$ cat config.mk
export PLATFORM = sky130hd
export DESIGN_NAME = crc16_channel_packet_receiver_flat
export DESIGN_NICKNAME = d
export VERILOG_FILES = /design/src/sv/crc16r_pkg.sv /design/src/sv/crc16r_if.sv /design/src/sv/crc16r_crc_update.sv /design/src/sv/crc16_channel_packet_receiver.sv /design/src/flat_wrapper.sv
export SDC_FILE = /design/constraint.sdc
export NUM_CORES = 1
export LEC_CHECK = 0
export BUFFER_PORTS_ARGS = -buffer_cell sky130_fd_sc_hd__buf_2
export CAP_MARGIN = 20
export CORE_UTILIZATION = 45
export CTS_CLUSTER_SIZE = 40
export DETAILED_ROUTE_END_ITERATION = 8
export GPL_ROUTABILITY_DRIVEN = 0
export PLACE_DENSITY = 0.75
export REMOVE_ABC_BUFFERS = 1
export SYNTH_ARGS = -nofsm -noshare
export SYNTH_HDL_FRONTEND = slang
export SYNTH_SLANG_ARGS = --single-unit
$ cat constraint.sdc
create_clock -name clk_i -period 3.9 [get_ports clk_i]
set_input_delay 0.78 -clock clk_i [delete_from_list [all_inputs] [get_ports clk_i]]
set_output_delay 0.78 -clock clk_i [all_outputs]
set_load 0.03 [all_outputs]
$ cat src/sv/crc16r_pkg.sv
package crc16r_pkg;

  // CRC-16/ARC: reflected polynomial, zero initial value, no final inversion.
  localparam logic [15:0] CrcPoly = 16'hA001;
  localparam logic [15:0] CrcInit = 16'h0000;

  typedef enum logic [1:0] {
    StAccepted = 2'd0,
    StMismatch = 2'd1,
    StReadErr  = 2'd2
  } status_e;

endpackage

$ cat src/sv/crc16r_if.sv
interface crc16r_in_if;
  logic       valid;
  logic       ready;
  logic [7:0] data_byte;
  logic       read_error;

  modport source (output valid, output data_byte, output read_error, input ready);
  modport sink   (input valid, input data_byte, input read_error, output ready);
endinterface

interface crc16r_out_if;
  logic        valid;
  logic        ready;
  logic [1:0]  status;
  logic [15:0] channel_number;

  modport source (output valid, output status, output channel_number, input ready);
  modport sink   (input valid, input status, input channel_number, output ready);
endinterface

$ cat src/sv/crc16r_crc_update.sv
module crc16r_crc_update (
  input  logic [15:0] crc_i,
  input  logic [7:0]  data_i,
  output logic [15:0] crc_o
);

  // The eight bit steps of one byte are unrolled into a single combinational path.
  always_comb begin
    logic [15:0] c;
    c = crc_i ^ {8'h00, data_i};
    for (int i = 0; i < 8; i++) begin
      if (c[0]) begin
        c = (c >> 1) ^ crc16r_pkg::CrcPoly;
      end else begin
        c = c >> 1;
      end
    end
    crc_o = c;
  end

endmodule

$ cat src/sv/crc16_channel_packet_receiver.sv
// Packet receiver for four-byte programming packets (channel high, channel low,
// CRC high, CRC low) checked with CRC-16/ARC over the two channel bytes. One byte
// request is taken every cycle while ready is high; ready is high whenever the
// result register is empty or its result is being taken in the same cycle. The
// result of a packet, or of a byte flagged as a read error, appears in the result
// register in the cycle after the request that ends it; a read error restarts the
// packet at byte one. Cycle time is set by the unrolled eight-step CRC byte update.
module crc16_channel_packet_receiver (
  input  logic               clk_i,
  input  logic               rst_ni,
  crc16r_in_if.sink          in_i,
  crc16r_out_if.source       out_o
);

  typedef enum logic [1:0] {
    PosChanHi = 2'd0,
    PosChanLo = 2'd1,
    PosCrcHi  = 2'd2,
    PosCrcLo  = 2'd3
  } pos_e;

  pos_e        pos_q, pos_d;
  logic [15:0] crc_q, crc_d;
  logic [15:0] chan_q, chan_d;
  logic [7:0]  crc_hi_q, crc_hi_d;

  logic                  out_valid_q, out_valid_d;
  crc16r_pkg::status_e   status_q, status_d;
  logic [15:0]           chan_out_q, chan_out_d;

  logic        accept;
  logic        result;
  logic [15:0] crc_seed;
  logic [15:0] crc_next;

  assign in_i.ready = !out_valid_q || out_o.ready;
  assign accept     = in_i.valid && in_i.ready;

  assign crc_seed = (pos_q == PosChanHi) ? crc16r_pkg::CrcInit : crc_q;

  crc16r_crc_update u_crc (
    .crc_i  (crc_seed),
    .data_i (in_i.data_byte),
    .crc_o  (crc_next)
  );

  always_comb begin
    pos_d      = pos_q;
    crc_d      = crc_q;
    chan_d     = chan_q;
    crc_hi_d   = crc_hi_q;
    result     = 1'b0;
    status_d   = status_q;
    chan_out_d = chan_out_q;
    if (accept) begin
      if (in_i.read_error) begin
        pos_d      = PosChanHi;
        crc_d      = crc16r_pkg::CrcInit;
        chan_d     = 16'h0000;
        crc_hi_d   = 8'h00;
        result     = 1'b1;
        status_d   = crc16r_pkg::StReadErr;
        chan_out_d = 16'h0000;
      end else begin
        unique case (pos_q)
          PosChanHi: begin
            crc_d  = crc_next;
            chan_d = {in_i.data_byte, 8'h00};
            pos_d  = PosChanLo;
          end
          PosChanLo: begin
            crc_d  = crc_next;
            chan_d = {chan_q[15:8], in_i.data_byte};
            pos_d  = PosCrcHi;
          end
          PosCrcHi: begin
            crc_hi_d = in_i.data_byte;
            pos_d    = PosCrcLo;
          end
          PosCrcLo: begin
            result = 1'b1;
            if ({crc_hi_q, in_i.data_byte} == crc_q) begin
              status_d   = crc16r_pkg::StAccepted;
              chan_out_d = chan_q;
            end else begin
              status_d   = crc16r_pkg::StMismatch;
              chan_out_d = 16'h0000;
            end
            pos_d    = PosChanHi;
            crc_d    = crc16r_pkg::CrcInit;
            chan_d   = 16'h0000;
            crc_hi_d = 8'h00;
          end
          default: begin
            pos_d = PosChanHi;
          end
        endcase
      end
    end
    if (result) begin
      out_valid_d = 1'b1;
    end else if (out_o.ready) begin
      out_valid_d = 1'b0;
    end else begin
      out_valid_d = out_valid_q;
    end
  end

  always_ff @(posedge clk_i or negedge rst_ni) begin
    if (!rst_ni) begin
      pos_q       <= PosChanHi;
      crc_q       <= crc16r_pkg::CrcInit;
      chan_q      <= 16'h0000;
      crc_hi_q    <= 8'h00;
      out_valid_q <= 1'b0;
      status_q    <= crc16r_pkg::StAccepted;
      chan_out_q  <= 16'h0000;
    end else begin
      pos_q       <= pos_d;
      crc_q       <= crc_d;
      chan_q      <= chan_d;
      crc_hi_q    <= crc_hi_d;
      out_valid_q <= out_valid_d;
      status_q    <= status_d;
      chan_out_q  <= chan_out_d;
    end
  end

  assign out_o.valid          = out_valid_q;
  assign out_o.status         = status_q;
  assign out_o.channel_number = chan_out_q;

endmodule

$ cat src/flat_wrapper.sv
// flat-port wrapper written by rule: the top's interface ports become plain ports
module crc16_channel_packet_receiver_flat 
  (clk_i, rst_ni, in_i_valid, in_i_data_byte, in_i_read_error, in_i_ready, out_o_valid, out_o_status, out_o_channel_number, out_o_ready);
  crc16r_in_if in_i_i ();
  crc16r_out_if out_o_i ();
  input  logic clk_i;
  input  logic rst_ni;
  input wire logic [$bits(in_i_i.valid)-1:0] in_i_valid;
  input wire logic [$bits(in_i_i.data_byte)-1:0] in_i_data_byte;
  input wire logic [$bits(in_i_i.read_error)-1:0] in_i_read_error;
  output wire logic [$bits(in_i_i.ready)-1:0] in_i_ready;
  output wire logic [$bits(out_o_i.valid)-1:0] out_o_valid;
  output wire logic [$bits(out_o_i.status)-1:0] out_o_status;
  output wire logic [$bits(out_o_i.channel_number)-1:0] out_o_channel_number;
  input wire logic [$bits(out_o_i.ready)-1:0] out_o_ready;
  assign in_i_i.valid = in_i_valid;
  assign in_i_i.data_byte = in_i_data_byte;
  assign in_i_i.read_error = in_i_read_error;
  assign in_i_ready = in_i_i.ready;
  assign out_o_valid = out_o_i.valid;
  assign out_o_status = out_o_i.status;
  assign out_o_channel_number = out_o_i.channel_number;
  assign out_o_i.ready = out_o_ready;
  crc16_channel_packet_receiver u_core (.clk_i(clk_i), .rst_ni(rst_ni), .in_i(in_i_i), .out_o(out_o_i));
endmodule
Word-level counts from Yosys, hierarchy flattened
Index checks and enable logic that the tools add are counted.
Widths: inputs -> output; s select.
- equal/unequal tests: 5
- muxes and demuxes: 28
- bitwise operators: 9
- reduce and logical (&&, ||, !) cells: 16
- operator list (cell ; number):
    $mux 16 ; 14
    $pmux 16 s3 ; 1
    $pmux 16 s2 ; 1
    $not 2->3 ; 8
    $eq 16x16->1 ; 1
    $pmux 8 s2 ; 1
    $xor 16x8->16 ; 1
    $reduce_bool 3->1 ; 3
    $mux 8 ; 1
    $pmux 2 s4 ; 1
    $reduce_and 2->1 ; 4
    $mux 1 ; 6
    $mux 2 ; 3
    $eq 2x2->1 const B ; 2
    $reduce_bool 2->1 ; 2
    $reduce_bool 4->1 ; 1
    $reduce_and 3->1 ; 1
    $eq 2x1->1 const B ; 1
    $logic_not 2->1 ; 1
    $ne 2x2->1 const B ; 1
    $reduce_or 2->1 ; 1
    $logic_and 1x1->1 ; 1
    $logic_not 1->1 ; 1
    $logic_or 1x1->1 ; 1
- flip-flop bits (word level): 61
- bits of input ports: 13
- word-level logic and storage cells: 66

Longest topological paths before layout
- word-level depth: 21
- depth in mapped cells: 9
- gate-level depth less buffers: 7

By module
Synthesis repeated with hierarchy kept, for this count alone.
- cell total of the unflattened synthesis: 306
- area, all modules: 3141.8 um^2
- by module, submodules not included (module ; instances ; cells an instance ; area each (um^2) ; seq. area each (um^2)):
    crc16_channel_packet_receiver ; 1 ; 277 ; 2857.7 ; 1526.5
    crc16r_crc_update ; 1 ; 29 ; 284.0 ; 0.0

Least setup slack after synthesis
No wires, ideal clock.
- kind: input -> register
- start: in in_i_data_byte[2]
- end: reg u_core.crc_q[0]
- setup time: 0.076 ns
- arrival time: 2.176 ns
- setup slack: 1.648 ns
- cell stages on the path: 6
- path through: buf_4 -> xor2_1 -> xnor2_1 -> xnor3_2 -> xnor3_1 -> o21ai_1
- longest elaborated chain between the ends: 12
- ends and longest elaborated chain (what ; line ; RTL):
    start, declared ; flat_wrapper.sv:9 ; input wire logic [$bits(in_i_i.data_byte)-1:0] in_i_data_byte;
    $xor 16x8->16 (*) ; crc16r_crc_update.sv:10 ; c = crc_i ^ {8'h00, data_i};
    $mux 16 (*) ; crc16r_crc_update.sv:12 ; if (c[0]) begin
    $not 2->3 (no source line) ; - ;
    $mux 16 (*) (7 in series) ; crc16r_crc_update.sv:12 ;
    $pmux 16 s2 (*) ; crc16_channel_packet_receiver.sv:65 ; unique case (pos_q)
    $mux 16 (*) ; crc16_channel_packet_receiver.sv:56 ; if (in_i.read_error) begin
    end signal, assigned ; crc16_channel_packet_receiver.sv:112 ; crc_q <= crc16r_pkg::CrcInit;
    end signal, assigned ; crc16_channel_packet_receiver.sv:120 ; crc_q <= crc_d;
    end, declared ; crc16_channel_packet_receiver.sv:23 ; logic [15:0] crc_q, crc_d;
Mark *: on every way between the ends. The rest lies on a longest branch, timed or not.
A chain may end at the register's enable or synchronous reset.

Final worst setup path
- start: reg u_core.pos_q[0]
- end: reg u_core.crc_q[0]
- longest elaborated chain between the ends: 14
- ends and longest elaborated chain (what ; line ; RTL):
    start, declared ; crc16_channel_packet_receiver.sv:22 ; pos_e pos_q, pos_d;
    start signal, assigned ; crc16_channel_packet_receiver.sv:111 ; pos_q <= PosChanHi;
    start signal, assigned ; crc16_channel_packet_receiver.sv:119 ; pos_q <= pos_d;
    $logic_not 2->1 ; crc16_channel_packet_receiver.sv:39, crc16_channel_packet_receiver.sv:65 ;
    $mux 16 ; crc16_channel_packet_receiver.sv:39 ; assign crc_seed = (pos_q == PosChanHi) ? crc16r_pkg::CrcInit : crc_q;
    $xor 16x8->16 ; crc16r_crc_update.sv:10 ;
    $mux 16 or $not 2->3 (tied branches) (7 in series) ; - ;
    $not 2->3 (no source line) or $mux 16 (tied branches) ; - ;
    $mux 16 ; crc16r_crc_update.sv:12 ;
    $pmux 16 s2 ; crc16_channel_packet_receiver.sv:65 ;
    $mux 16 ; crc16_channel_packet_receiver.sv:56 ;
Parallel ways exist; a longest one is shown, timed or not.

==> results.md <==
Timing:
- The post-layout worst setup margin is 1.46 ns.
- Setup repair after global routing left no endpoint under its margin.
- The final count of hold timing violations is 0.
- In the finished design, the share of the clock period the worst path needs comes to 0.626.
- In the final timing run, aggregate negative setup slack is 0 ns.
- The count of endpoints failing setup in the final report is 0.
- For this run, the top clock speed supported by timing is 0.409 GHz.
- The number of max-slew violations in the final report is 0.
- At the pin with the least slew margin, the transition time is 0.982 ns.
- The clock skew after layout is 0.00474 ns.
- The worst slew margin relative to its limit is 0.339.
- The routed design could run at a clock period as short as 2.44 ns.

Synthesis:
- The share of synthesized area in the top cell type comes to 0.515.
- The post-synthesis xor/xnor area fraction is 0.143.
- The synthesized-area fraction occupied by ao, oa, aoi and oai cells is 0.146.
- The number of distinct standard cells referenced by the synthesized netlist is 29.
- Counting flops and latches in the post-synthesis netlist gives 61.
- Of the total synthesized cell area, the portion taken by full adders, half adders and majority gates is 0.0211.
- During synthesis, Yosys emitted a total of 0 warnings.
- The summed instance area of the synthesized netlist is 2960 sq um.
- The portion of synthesized area spent on multiplexers is 0.
- The post-synthesis cell type with the largest combined area is dfrtp_1.
- Of the synthesized area, sequential elements account for 0.515.
- By area, the combinational part of the netlist is dominated by compound AO/OA/AOI/OAI gates.
- Synthesis handed over a netlist of 294 instances.
- Of the total synthesized cell area, the portion taken by AND, OR, NAND and NOR gates is 0.133.
- By area the synthesized netlist is led by dfrtp_1, xnor2_1, nand2_1, a22o_1, o21ai_0.
- The mean area per synthesized cell is 10.1 sq um.

Detailed routing:
- The routed length per placed instance is 14.9 um.
- After detailed routing, the number of remaining DRC violations is 0.
- For this block, the initial DRC count from the detailed router was 129.
- In this run the remaining antenna-violating nets after routing total 0.
- After detailed routing, the number of vias per cell comes to 5.27.
- The detailed router placed 2124 vias in this run.
- The overall routed net length is 6.01 mm.
- For this run, the detailed router's first-pass iteration total came to 5.

Layout:
- 0 antenna diodes ended up in the layout.
- In the layout the commonest cells are nand2_1, dfrtp_1, xnor2_1.
- The net count of the finished layout is 340.
- The most common cell after layout, fill and taps aside is nand2_1.
- The utilization after layout is 0.530.
- From synthesis to final layout, the design area changed by 13.6%.
- Of the cells placed in the final design, the portion with a size suffix greater than 1 is 0.175.

Placed design:
- Before CTS, the worst setup slack after placement is 1.46 ns.
- The number of port buffers is 32.
- The wire-length estimate of the detail-placed layout is 4.06 mm.

Clock network:
- TritonCTS built the clock tree.
- Clock tree synthesis found a total of 61 sinks.
- The insertion delay of the later-clocked pin in the worst-skew pair is 0.34 ns.
- After clock tree synthesis, the clock-pin slew on the worst setup and hold paths is 0.07 ns.
- The H-tree generated during clock tree synthesis spans 3 levels.
- The number of instances resized during post-cts repair is 0.
- The clock root buffer master is clkbuf_8.
- After clock tree synthesis, the setup repair step added 0 buffers.
- The clock buffer count from CTS is 9.
- The hold buffer count at cts is 0.
- No sink is reached through more buffers than the 2 on the longest clock path.

Critical path:
- The worst-case register-to-register setup slack is 1.46 ns.
- Along the worst path, the maximum fanout reaches 15.
- The endpoint of the worst register-to-register path is u_core.crc_q[0].
- STA puts the critical path data arrival time at 2.71 ns.
- The critical path is of the reg2reg type.
- The source of the worst register-to-register timing path is u_core.pos_q[0].
- The critical path launch point type is a flip-flop.
- The number of cells on the worst reg-to-reg path is 7.
- For the worst setup path, the data required time is 4.17 ns.
- The endpoint class of the critical path is a flip-flop.

GRT:
- Entering global routing, the biggest net connects 48 pins.
- The wire length of the first global-routing pass is 10.3 mm.
- The global-route total usage across every layer is 0.191.
- Global routing finished with a remaining overflow of 0.
- The number of global-route vias before repair came to 2054.
- The initial antenna violation count is 0.

Min path:
- The worst hold path belongs to the class in2async.

Power:
- In this run the static leakage power is 1.52 nW.
- The largest vdd supply drop is 0.229 mV.
- The ratio of total power to cell area is 562 nW/um^2.

Floorplan:
- The floorplan step set the die height to 83.1 um.
- The effective utilization at floorplan is 0.466.
- The placement row count is 29.
- The die covers 6910 sq um.
- The die width is 83.1 um.
- During I/O placement, the number of pins put on the boundary was 33.
- The total core area is 6350 sq um.

Outcome:
- The run finished with clean final reports.

Run:
- Max-cap violations in this run came to 0.
[routing by layer]
layer	vias up	part of all wire	global-route usage	wire, um
met5	-	0	0	0
met3	10	0.050	0.0447	302
li1	1038	-	-	-
met4	0	0.013	0.0752	79
met1	1024	0.50	0.270	2980
met2	52	0.44	0.284	2650
[worst max path at each step]
stage | start | endpoint | slack, ns | cells past startpoint
2_1_floorplan | out_o_ready | u_core.out_o.channel_number[0] | 1.32 | 4
3_3_place_gp | in_i_data_byte[3] | u_core.crc_q[0] | 1.56 | 6
3_5_place_dp | u_core.pos_q[0] | u_core.crc_q[0] | 1.46 | 7
4_1_cts | u_core.pos_q[0] | u_core.crc_q[0] | 1.45 | 7
5_1_grt | u_core.pos_q[0] | u_core.crc_q[0] | 1.25 | 7
6_report | u_core.pos_q[0] | u_core.crc_q[0] | 1.46 | 7
[Yosys cell counts]
cell type	count
nor2_1	13
clkbuf_2	1
xnor3_2	1
or3_1	1
nor4_1	2
buf_2	5
xor2_1	6
a22o_1	21
clkbuf_1	8
o21ai_1	6
nand2_1	65
buf_4	4
nor2_2	1
a22o_2	1
xnor3_1	1
o41ai_2	1
dfrtp_1	61
and2_1	1
o211ai_1	1
xnor2_1	37
o31ai_1	2
inv_1	3
o21ai_0	34
nand4_1	4
nor2b_1	2
ha_1	5
buf_6	2
and3_1	1
nand2b_1	4
[state kept, by name, summed over array words and instances (netlist names)]
register,cells
u_core.out_o.channel_number,16
u_core.out_o.valid,1
u_core.pos_q,2
u_core.crc_q,16
u_core.chan_q,16
u_core.crc_hi_q,8
u_core.out_o.status,2
[power by group]
| part | switching, mW | internal (mW) |
|---|---|---|
| Sequential | 0.102 | 0.733 |
| Clock | 0.246 | 0.324 |
| Combinational | 0.260 | 0.227 |
[stage by stage]
| step | instance area [sq um] | std cells | hold WS (ns) | power [mW] |
|---|---|---|---|---|
| 6_report | 3370 | 403 | 0.395 | 1.89 |
| 5_1_grt | 3370 | 403 | 0.416 | 2.00 |
| 4_1_cts | 3330 | 401 | 0.480 | 1.89 |
| 3_5_place_dp | 3130 | 386 | 0.465 | 1.32 |
| 3_3_place_gp | 3130 | 386 | 0.456 | 1.30 |
| 2_1_floorplan | 2850 | 274 | 0.450 | 1.18 |
[critical path, cell delays in order, from the launching register on]
cell	delay, ns
dfrtp_1	0.42
inv_1	0.13
ha_1	0.53
nor2_2	0.09
xnor2_1	0.22
xnor3_2	0.51
xnor3_1	0.35
o21ai_1	0.12
[final cells by class]
cell class	count	area (sq um)
Fill cell	579	2980
Sequential cell	61	1530
Multi-Input combinational cell	210	1320
Timing Repair Buffer	37	218
Clock buffer	11	151
Tap cell	77	96.3
Clock inverter	4	47.5
Inverter	3	11.3
[kinds of logic after synthesis]
family                     Yosys count
xor gates and xnor gates            45
adders and majority gates            5
and+or+nand+nor                     94
buffers and inverters               23
AOI/OAI and AO/OA                   66
DFF                                 61
(Power assumes the default switching activity.)
